[config.mk]
export PLATFORM = sky130hd
export DESIGN_NAME = delimiter_string_splitter_flat
export DESIGN_NICKNAME = d
export VERILOG_FILES = /design/src/rtl/dss_pkg.sv /design/src/rtl/dss_stream_if.sv /design/src/rtl/dss_datapath.sv /design/src/rtl/dss_ctrl.sv /design/src/rtl/delimiter_string_splitter.sv /design/src/flat_wrapper.sv
export SDC_FILE = /design/constraint.sdc
export NUM_CORES = 1
export LEC_CHECK = 0
export BUFFER_PORTS_ARGS = -buffer_cell sky130_fd_sc_hd__buf_2
export CORE_ASPECT_RATIO = 1.2
export CORE_MARGIN = 2
export CORE_UTILIZATION = 35
export DETAILED_ROUTE_END_ITERATION = 16
export GPL_ROUTABILITY_DRIVEN = 0
export GPL_TIMING_DRIVEN = 1
export SYNTH_ARGS = -nofsm -noshare
export SYNTH_HDL_FRONTEND = slang
export SYNTH_SLANG_ARGS = --single-unit
export TNS_END_PERCENT = 30
[constraint.sdc]
create_clock -name clk -period 5.35 [get_ports clk]
set_input_delay 1.07 -clock clk [delete_from_list [all_inputs] [get_ports clk]]
set_output_delay 1.07 -clock clk [all_outputs]
set_load 0.005 [all_outputs]
[src/rtl/dss_pkg.sv]
// dss_pkg: shared constants, codes and control types for the delimiter splitter
// no dependencies; used by every file of the block

package dss_pkg;

  localparam int MAX_DELIM = 8;
  localparam int CNT_W     = 4;
  localparam int LEN_W     = 4;
  localparam int DATA_W    = 64;
  localparam int CFG_IDX_W = 1;
  localparam int KIND_W    = 2;
  localparam int OP_W      = 3;

  // register indexes
  localparam logic [CFG_IDX_W-1:0] REG_DELIM_LEN   = 1'd0;
  localparam logic [CFG_IDX_W-1:0] REG_DELIM_BYTES = 1'd1;

  // result kinds
  localparam logic [KIND_W-1:0] KIND_TOKEN_BYTE = 2'd0;
  localparam logic [KIND_W-1:0] KIND_END_TOKEN  = 2'd1;
  localparam logic [KIND_W-1:0] KIND_END_STRING = 2'd2;

  // datapath operations
  localparam logic [OP_W-1:0] OP_NONE       = 3'd0;
  localparam logic [OP_W-1:0] OP_PUSH       = 3'd1;
  localparam logic [OP_W-1:0] OP_EMIT       = 3'd2;
  localparam logic [OP_W-1:0] OP_END_TOKEN  = 3'd3;
  localparam logic [OP_W-1:0] OP_END_STRING = 3'd4;

  typedef struct packed {
    logic [OP_W-1:0] op;
    logic            use_held;
    logic            capture;
    logic            last;
  } cmd_t;

  typedef struct packed {
    logic             drain;
    logic             empty;
    logic             started;
    logic             fin_held;
    logic             out_free;
    logic [CNT_W-1:0] count;
  } status_t;

endpackage

[src/rtl/dss_stream_if.sv]
// dss_stream_if: valid/ready channels for input bytes and result words
// depends on dss_pkg

interface dss_char_if;
  logic       valid;
  logic       ready;
  logic [7:0] char_byte;
  logic       final_char;

  modport source (output valid, output char_byte, output final_char, input ready);
  modport sink (input valid, input char_byte, input final_char, output ready);
endinterface

interface dss_result_if;
  logic                      valid;
  logic                      ready;
  logic [dss_pkg::KIND_W-1:0] kind;
  logic [7:0]                out_byte;
  logic                      last_result;

  modport source (output valid, output kind, output out_byte, output last_result, input ready);
  modport sink (input valid, input kind, input out_byte, input last_result, output ready);
endinterface

[src/rtl/dss_datapath.sv]
// dss_datapath: pending-byte window, delimiter compare, config registers, result register
// depends on dss_pkg; driven by dss_ctrl commands

module dss_datapath (
  input  logic                           clk,
  input  logic                           rst,
  input  logic                           cfg_we,
  input  logic [dss_pkg::CFG_IDX_W-1:0]  cfg_index,
  input  logic [dss_pkg::DATA_W-1:0]     cfg_wdata,
  input  logic [7:0]                     in_byte,
  input  logic                           in_fin,
  input  dss_pkg::cmd_t                  cmd,
  output dss_pkg::status_t               status,
  output logic                           out_valid,
  input  logic                           out_ready,
  output logic [dss_pkg::KIND_W-1:0]     out_kind,
  output logic [7:0]                     out_byte,
  output logic                           out_last
);

  logic [dss_pkg::LEN_W-1:0]  delim_len;
  logic [dss_pkg::DATA_W-1:0] delim_bytes;
  logic [dss_pkg::LEN_W-1:0]  len;
  logic [dss_pkg::CNT_W-1:0]  count;
  logic [dss_pkg::CNT_W-1:0]  count_next;
  logic                       started;
  logic                       started_next;
  logic [7:0]                 held_byte;
  logic                       held_fin;
  logic [7:0]                 win [dss_pkg::MAX_DELIM];
  logic [7:0]                 win_next [dss_pkg::MAX_DELIM];
  logic [7:0]                 cand [dss_pkg::MAX_DELIM];
  logic [7:0]                 cur_byte;
  logic                       full;
  logic                       match;
  logic                       load;
  logic [dss_pkg::KIND_W-1:0] kind_next;
  logic [7:0]                 byte_next;

  // effective length: zero reads as one, clamp at window size
  always_comb begin
    if (delim_len == '0) begin
      len = dss_pkg::LEN_W'(1);
    end else if (delim_len > dss_pkg::LEN_W'(dss_pkg::MAX_DELIM)) begin
      len = dss_pkg::LEN_W'(dss_pkg::MAX_DELIM);
    end else begin
      len = delim_len;
    end
  end

  assign cur_byte = cmd.use_held ? held_byte : in_byte;
  assign full     = (count + dss_pkg::CNT_W'(1)) == dss_pkg::CNT_W'(len);

  // window with the new byte in place, compared against the delimiter
  always_comb begin
    match = 1'b1;
    for (int i = 0; i < dss_pkg::MAX_DELIM; i++) begin
      cand[i] = (dss_pkg::CNT_W'(i) == count) ? cur_byte : win[i];
      if ((dss_pkg::LEN_W'(i) < len) && (cand[i] != delim_bytes[8*i +: 8])) begin
        match = 1'b0;
      end
    end
  end

  always_comb begin
    count_next   = count;
    started_next = started;
    load         = 1'b0;
    kind_next    = dss_pkg::KIND_TOKEN_BYTE;
    byte_next    = 8'd0;
    for (int i = 0; i < dss_pkg::MAX_DELIM; i++) begin
      win_next[i] = win[i];
    end
    case (cmd.op)
      dss_pkg::OP_PUSH: begin
        if (full && match) begin
          count_next   = '0;
          started_next = 1'b0;
          load         = started;
          kind_next    = dss_pkg::KIND_END_TOKEN;
        end else if (full) begin
          // oldest byte leaves, count stays at len - 1
          started_next = 1'b1;
          load         = 1'b1;
          byte_next    = cand[0];
          for (int i = 0; i < dss_pkg::MAX_DELIM - 1; i++) begin
            win_next[i] = cand[i+1];
          end
        end else begin
          count_next = count + dss_pkg::CNT_W'(1);
          for (int i = 0; i < dss_pkg::MAX_DELIM; i++) begin
            win_next[i] = cand[i];
          end
        end
      end
      dss_pkg::OP_EMIT: begin
        count_next   = count - dss_pkg::CNT_W'(1);
        started_next = 1'b1;
        load         = 1'b1;
        byte_next    = win[0];
        for (int i = 0; i < dss_pkg::MAX_DELIM - 1; i++) begin
          win_next[i] = win[i+1];
        end
      end
      dss_pkg::OP_END_TOKEN: begin
        started_next = 1'b0;
        load         = 1'b1;
        kind_next    = dss_pkg::KIND_END_TOKEN;
      end
      dss_pkg::OP_END_STRING: begin
        load      = 1'b1;
        kind_next = dss_pkg::KIND_END_STRING;
      end
      default: begin
      end
    endcase
  end

  always_ff @(posedge clk) begin
    if (rst) begin
      delim_len   <= dss_pkg::LEN_W'(1);
      delim_bytes <= dss_pkg::DATA_W'(44);
      count       <= '0;
      started     <= 1'b0;
      out_valid   <= 1'b0;
    end else begin
      if (cfg_we && cfg_index == dss_pkg::REG_DELIM_LEN) begin
        delim_len <= cfg_wdata[dss_pkg::LEN_W-1:0];
      end
      if (cfg_we && cfg_index == dss_pkg::REG_DELIM_BYTES) begin
        delim_bytes <= cfg_wdata;
      end
      count     <= count_next;
      started   <= started_next;
      out_valid <= load | (out_valid & ~out_ready);
    end
  end

  always_ff @(posedge clk) begin
    for (int i = 0; i < dss_pkg::MAX_DELIM; i++) begin
      win[i] <= win_next[i];
    end
    if (cmd.capture) begin
      held_byte <= in_byte;
      held_fin  <= in_fin;
    end
    if (load) begin
      out_kind <= kind_next;
      out_byte <= byte_next;
      out_last <= cmd.last;
    end
  end

  assign status.drain    = count >= dss_pkg::CNT_W'(len);
  assign status.empty    = count == '0;
  assign status.started  = started;
  assign status.fin_held = held_fin;
  assign status.out_free = ~out_valid | out_ready;
  assign status.count    = count;

endmodule

[src/rtl/dss_ctrl.sv]
// dss_ctrl: sequencer for accept, window drain and end-of-string flush
// depends on dss_pkg; commands dss_datapath

module dss_ctrl (
  input  logic             clk,
  input  logic             rst,
  input  logic             in_valid,
  input  logic             in_fin,
  output logic             in_ready,
  input  dss_pkg::status_t status,
  output dss_pkg::cmd_t    cmd
);

  localparam logic [1:0] S_IDLE  = 2'd0;
  localparam logic [1:0] S_DRAIN = 2'd1;
  localparam logic [1:0] S_FLUSH = 2'd2;

  logic [1:0] state;
  logic [1:0] state_next;

  always_comb begin
    state_next   = state;
    in_ready     = 1'b0;
    cmd.op       = dss_pkg::OP_NONE;
    cmd.use_held = 1'b0;
    cmd.capture  = 1'b0;
    cmd.last     = 1'b0;
    case (state)
      S_IDLE: begin
        in_ready = status.out_free;
        if (in_valid && status.out_free) begin
          cmd.capture = 1'b1;
          if (status.drain) begin
            state_next = S_DRAIN;
          end else begin
            cmd.op     = dss_pkg::OP_PUSH;
            cmd.last   = ~in_fin;
            state_next = in_fin ? S_FLUSH : S_IDLE;
          end
        end
      end
      S_DRAIN: begin
        if (status.out_free) begin
          if (status.drain) begin
            cmd.op = dss_pkg::OP_EMIT;
          end else begin
            cmd.op       = dss_pkg::OP_PUSH;
            cmd.use_held = 1'b1;
            cmd.last     = ~status.fin_held;
            state_next   = status.fin_held ? S_FLUSH : S_IDLE;
          end
        end
      end
      S_FLUSH: begin
        if (status.out_free) begin
          if (!status.empty) begin
            cmd.op = dss_pkg::OP_EMIT;
          end else if (status.started) begin
            cmd.op = dss_pkg::OP_END_TOKEN;
          end else begin
            cmd.op     = dss_pkg::OP_END_STRING;
            cmd.last   = 1'b1;
            state_next = S_IDLE;
          end
        end
      end
      default: begin
        state_next = S_IDLE;
      end
    endcase
  end

  always_ff @(posedge clk) begin
    if (rst) begin
      state <= S_IDLE;
    end else begin
      state <= state_next;
    end
  end

endmodule

[src/rtl/delimiter_string_splitter.sv]
// delimiter_string_splitter: top level, splits a byte string into tokens on a delimiter
// depends on dss_pkg, dss_stream_if, dss_ctrl, dss_datapath
//
//   port       direction  handshake          word
//   char_in    in         valid / ready      char_byte, final_char
//   res_out    out        valid / ready      kind, out_byte, last_result
//   cfg        in         cfg_we only        cfg_index, cfg_wdata
//
// an ordinary byte's result, if any, is loaded into the output register in the
// same cycle that the byte is taken
// after a final byte, each pending window byte is emitted, then an end-of-token
// word when a token is open, then the end-of-string word
// after the delimiter length is shortened, the next byte is captured and held
// while the window bytes that must leave first are emitted, then it is pushed
// reset is synchronous; no clearing pass, the window is only read below its count
// a stalled output register holds the sequencer and blocks new bytes

module delimiter_string_splitter (
  input  logic                          clk,
  input  logic                          rst,
  dss_char_if.sink                      char_in,
  dss_result_if.source                  res_out,
  input  logic                          cfg_we,
  input  logic [dss_pkg::CFG_IDX_W-1:0] cfg_index,
  input  logic [dss_pkg::DATA_W-1:0]    cfg_wdata
);

  dss_pkg::cmd_t    cmd;
  dss_pkg::status_t status;

  // sequencer: accept, drain on a shortened length, flush on the final byte
  dss_ctrl u_ctrl (
    .clk      (clk),
    .rst      (rst),
    .in_valid (char_in.valid),
    .in_fin   (char_in.final_char),
    .in_ready (char_in.ready),
    .status   (status),
    .cmd      (cmd)
  );

  // window, compare, config registers and the output register
  dss_datapath u_datapath (
    .clk       (clk),
    .rst       (rst),
    .cfg_we    (cfg_we),
    .cfg_index (cfg_index),
    .cfg_wdata (cfg_wdata),
    .in_byte   (char_in.char_byte),
    .in_fin    (char_in.final_char),
    .cmd       (cmd),
    .status    (status),
    .out_valid (res_out.valid),
    .out_ready (res_out.ready),
    .out_kind  (res_out.kind),
    .out_byte  (res_out.out_byte),
    .out_last  (res_out.last_result)
  );

`ifndef ASSERT_OFF
  // the window never holds more than the delimiter maximum
  a_count_range: assert property (@(posedge clk) disable iff (rst)
    status.count <= dss_pkg::CNT_W'(dss_pkg::MAX_DELIM))
    else $error("window count out of range");

  // end of string leaves an empty window and no open token
  a_end_clean: assert property (@(posedge clk) disable iff (rst)
    (res_out.valid && res_out.kind == dss_pkg::KIND_END_STRING) |->
      (status.empty && !status.started))
    else $error("state not clean at end of string");

  // end of string always closes the item's results
  a_end_last: assert property (@(posedge clk) disable iff (rst)
    (res_out.valid && res_out.kind == dss_pkg::KIND_END_STRING) |-> res_out.last_result)
    else $error("end of string not marked last");

  // a byte is never taken while a result word is stuck in the output register
  a_no_accept_stalled: assert property (@(posedge clk) disable iff (rst)
    (char_in.valid && char_in.ready) |-> (!res_out.valid || res_out.ready))
    else $error("byte accepted over a stalled result");
`endif

endmodule
[src/flat_wrapper.sv]
// flat-port wrapper written by rule: the top's interface ports become plain ports
module delimiter_string_splitter_flat 
  (clk, rst, cfg_we, cfg_index, cfg_wdata, char_in_valid, char_in_char_byte, char_in_final_char, char_in_ready, res_out_valid, res_out_kind, res_out_out_byte, res_out_last_result, res_out_ready);
  dss_char_if char_in_i ();
  dss_result_if res_out_i ();
  input  logic clk;
  input  logic rst;
  input  logic cfg_we;
  input  logic [dss_pkg::CFG_IDX_W-1:0] cfg_index;
  input  logic [dss_pkg::DATA_W-1:0] cfg_wdata;
  input wire logic [$bits(char_in_i.valid)-1:0] char_in_valid;
  input wire logic [$bits(char_in_i.char_byte)-1:0] char_in_char_byte;
  input wire logic [$bits(char_in_i.final_char)-1:0] char_in_final_char;
  output wire logic [$bits(char_in_i.ready)-1:0] char_in_ready;
  output wire logic [$bits(res_out_i.valid)-1:0] res_out_valid;
  output wire logic [$bits(res_out_i.kind)-1:0] res_out_kind;
  output wire logic [$bits(res_out_i.out_byte)-1:0] res_out_out_byte;
  output wire logic [$bits(res_out_i.last_result)-1:0] res_out_last_result;
  input wire logic [$bits(res_out_i.ready)-1:0] res_out_ready;
  assign char_in_i.valid = char_in_valid;
  assign char_in_i.char_byte = char_in_char_byte;
  assign char_in_i.final_char = char_in_final_char;
  assign char_in_ready = char_in_i.ready;
  assign res_out_valid = res_out_i.valid;
  assign res_out_kind = res_out_i.kind;
  assign res_out_out_byte = res_out_i.out_byte;
  assign res_out_last_result = res_out_i.last_result;
  assign res_out_i.ready = res_out_ready;
  delimiter_string_splitter u_core (.clk(clk), .rst(rst), .char_in(char_in_i), .res_out(res_out_i), .cfg_we(cfg_we), .cfg_index(cfg_index), .cfg_wdata(cfg_wdata));
endmodule
==> results.yml <==
route:
  drc_errors: 0
  drtIter0Drc: 1322
  final_antenna_net_count: 0
  via_count: 10246
  drt_wl_total_um: 37300
  routed_via_density: 5.95
  wl_per_cell_um: 21.7
  first_pass_iters: 11
layout:
  n_antenna_cell: 0
  multiInputGateArea_mm2: 0.00530
  final_nets: 1424
  fillers: 2897
  area_delta_synth_final_pct: 15.7
  drive_gt1_share_pct: 15.8
  final_cell_area_mm2: 0.0115
  final-seq-area_mm2: 0.00404
yosys:
  synth_warnings: 0
  syn-num-nets: 1356
  yosysUniqueCellTypes: 76
  synth-edff-count: 84
  synthArstFlopShare_pct: 0
  synth_area_leaders: "edfxtp_1 25%, dfxtp_1 15%, nand2_1 7.9%"
  yosysTopAreaCell: "edfxtp_1"
  syn-mean-instance-area_um2: 7.88
  synth_area_mm2: 0.00996
  synthFlopType: "edfxtp_1"
  netlist.area_leader.share_pct: 25.3
  ys_seq_area_share_pct: 40.6
  syn_inst: 1264
  ys_seq_elements: 160
clock_tree:
  cts_max_level: 4
  tritoncts: "built"
  clock_latency_ns: 0.46
  cts_hold_buf: 0
  root_buffer: "clkbuf_16"
  clk_transition_reported_paths_ns: 0.07
  numCtsBuffers: 17
  cts_buffer_depth: 2
  cts_sinks: 160
  cts_setup_buffers: 0
  ctsResizeCount: 0
setup_path:
  crit_arrival_ns: 5.21
  slowest_delay_ns: 0.58
  crit_required_ns: 5.52
  crit_family: "simple AND/OR/NAND/NOR gates"
  critPathKind: "reg2reg"
  crit_buf_inv: 2
  startpoint_type: "flip-flop"
  reg2reg_from: "u_core.u_datapath.delim_len[1]"
  cp_slowest_cell: "or4b_1"
  path_common_cell: "nor2_1"
  cp-startpoint: "u_core.u_datapath.delim_len[1]"
  end_kind: "flip-flop"
  crit_chain: "nor2_1 -> nor2_1 -> nor2_1 -> ha_1 -> nor3b_2 -> o21a_1 -> buf_4 -> nand3_1 -> and2_2 -> a22o_1 -> a221oi_1 -> or4b_1 -> o32ai_1 -> nand3_2 -> buf_12 -> a311oi_1 -> a21oi_1"
  critPathMaxFanout: 56
pwr:
  power_density_mw_per_mm2: 655
  fin_total_pwr_mw: 7.55
  p_leak_nw: 4.23
  irDropWorstVdd_uv: 461
sta:
  worst_clock_skew_ns: 0.0143
  fin_crit_ns: 5.04
  hold_viol: 0
  max_slew_margin_pct: 27.8
  period_share_pct: 94.2
  fin_ws_ns: 0.310
  holdWs_ns: 0.460
  drv_slew: 0
  clock.fmax_mhz: 198
  setup-violations-final: 0
  tightestPinTransition_ns: 1.08
run_status:
  status: "finished clean"
global_routing:
  grt_max_degree: 65
  grt.busiest_layer: "met2"
  use_met2_pct: 40.7
  grt_pass1_wl_um: 56200
  grt_antenna_before_repair: 0
  grtUsageTotal_pct: 25.0
  grt_util_met1_pct: 30.3
  grt_pass1_vias: 9653
  grt_remaining_overflow: 0
  use_met3_pct: 4.12
flow_run:
  maxCapViolations: 0
floorplanning:
  io_pins: 92
  die-area_mm2: 0.0298
  core.rowCount: 67
  die-height_um: 189
  die_w_um: 158
  core-area_mm2: 0.0280
  start_util_pct: 35.6
placed_design:
  place_ws_ns: 0.268
  placed_area_mm2: 0.0109
  portBuffers: 91
  place_hpwl_um: 27100
worst_hold_path:
  hold_path.class: "reg2reg"
  min-delay-start: "u_core.u_datapath.delim_bytes[6]"
==> layout by cell type (no fill, tap or decap), drive strengths merged, types with 5 or more instances in the layout <==
cell type,count
a311oi,12
o22ai,27
and2,18
a21oi,132
nand3,37
nor3,16
a222oi,5
a211oi,11
a31o,11
a31oi,35
a221oi,7
o211ai,7
ha,13
o221ai,10
and3,9
nor2,129
clkbuf,18
inv,85
nand2,212
o21ai,78
a22o,6
edfxtp,84
o32ai,5
dfxtp,76
a22oi,24
a21boi,5
nor2b,6
nor4,18
xnor2,6
clkinv,5
a221o,6
xor2,8
buf,140
==> where the power goes <==
| group | leakage (nW) | total (mW) | switching, mW | internal (mW) |
|---|---|---|---|---|
| Clock | 0.284 | 1.20 | 0.566 | 0.634 |
| Sequential | 1.42 | 2.43 | 0.381 | 2.05 |
| Combinational | 2.53 | 3.92 | 2.56 | 1.36 |
| Total | 4.23 | 7.55 | 3.51 | 4.04 |
==> metrics by stage <==
step | util (%) | TNS, ns | std cells
2_1_floorplan | - | 0 | 1264
3_3_place_gp | 39.1 | 0 | 1692
3_5_place_dp | 39.1 | 0 | 1692
4_1_cts | 41.1 | 0 | 1723
5_1_grt | 41.2 | -0.0306 | 1723
6_report | 41.2 | 0 | 1723
==> flip-flops by register name, indices dropped and copies added, names as in the netlist <==
signal and cells:
u_core.u_datapath.out_kind 2, u_core.u_datapath.started 1, u_core.u_datapath.delim_len 4, u_core.u_ctrl.state 2, u_core.u_datapath.held_fin 1, u_core.u_datapath.delim_bytes 64, u_core.u_datapath.out_last 1, u_core.u_datapath.count 4
u_core.u_datapath.held_byte 8, u_core.u_datapath.out_byte 8, u_core.u_datapath.win 64, u_core.u_datapath.out_valid 1
==> final cells by class <==
class | instances | area share [%]
multi-input cells | 936 | 45.9
flip-flops and latches | 160 | 35.1
repair buffers | 140 | 7.46
well taps | 379 | 4.11
clock buffers | 18 | 3.91
inverters | 77 | 2.51
clock inverters | 13 | 1.02
==> cell usage after synthesis, drive strengths merged (27+ instances only) <==
cell    count
nand2     212
nand3      37
dfxtp      76
o22ai      27
edfxtp     84
inv        77
buf        30
clkbuf     61
a31oi      35
a21oi     132
o21ai      78
nor2      129
==> path summary, 6_finish.rpt <==
kind                            depth (start not counted)                          endpoint  slack, ns
worst max register to register                         17       u_core.u_datapath.win[1][3]       0.31
worst min-delay path                                    2  u_core.u_datapath.delim_bytes[6]       0.46
worst min register to register                          2  u_core.u_datapath.delim_bytes[6]       0.46
worst max-delay path                                   17       u_core.u_datapath.win[1][3]       0.31
==> routing by layer <==
layer	up-vias	wire, um
met5	-	0
met4	0	2650
met3	144	3160
met2	589	17400
met1	4758	14100
li1	4755	-
==> cell families after synthesis <==
group                      after synthesis  synth area share (%)
AOI/OAI and AO/OA                      428                  28.0
xor gates and xnor gates                14                  1.23
adders and majority gates               13                  1.63
buffers and inverters                  168                  6.77
DFF                                    160                  40.6
muxes                                    5                 0.515
and+or+nand+nor                        476                  21.3
==> worst min-delay path: cells and delay by family (launching register included) <==
kind             cells  cell delay [ns]
AO/OA/AOI/OAI        1             0.06
AND/OR/NAND/NOR      1             0.05
flip-flops           1             0.31
(Power assumes the default switching activity.)
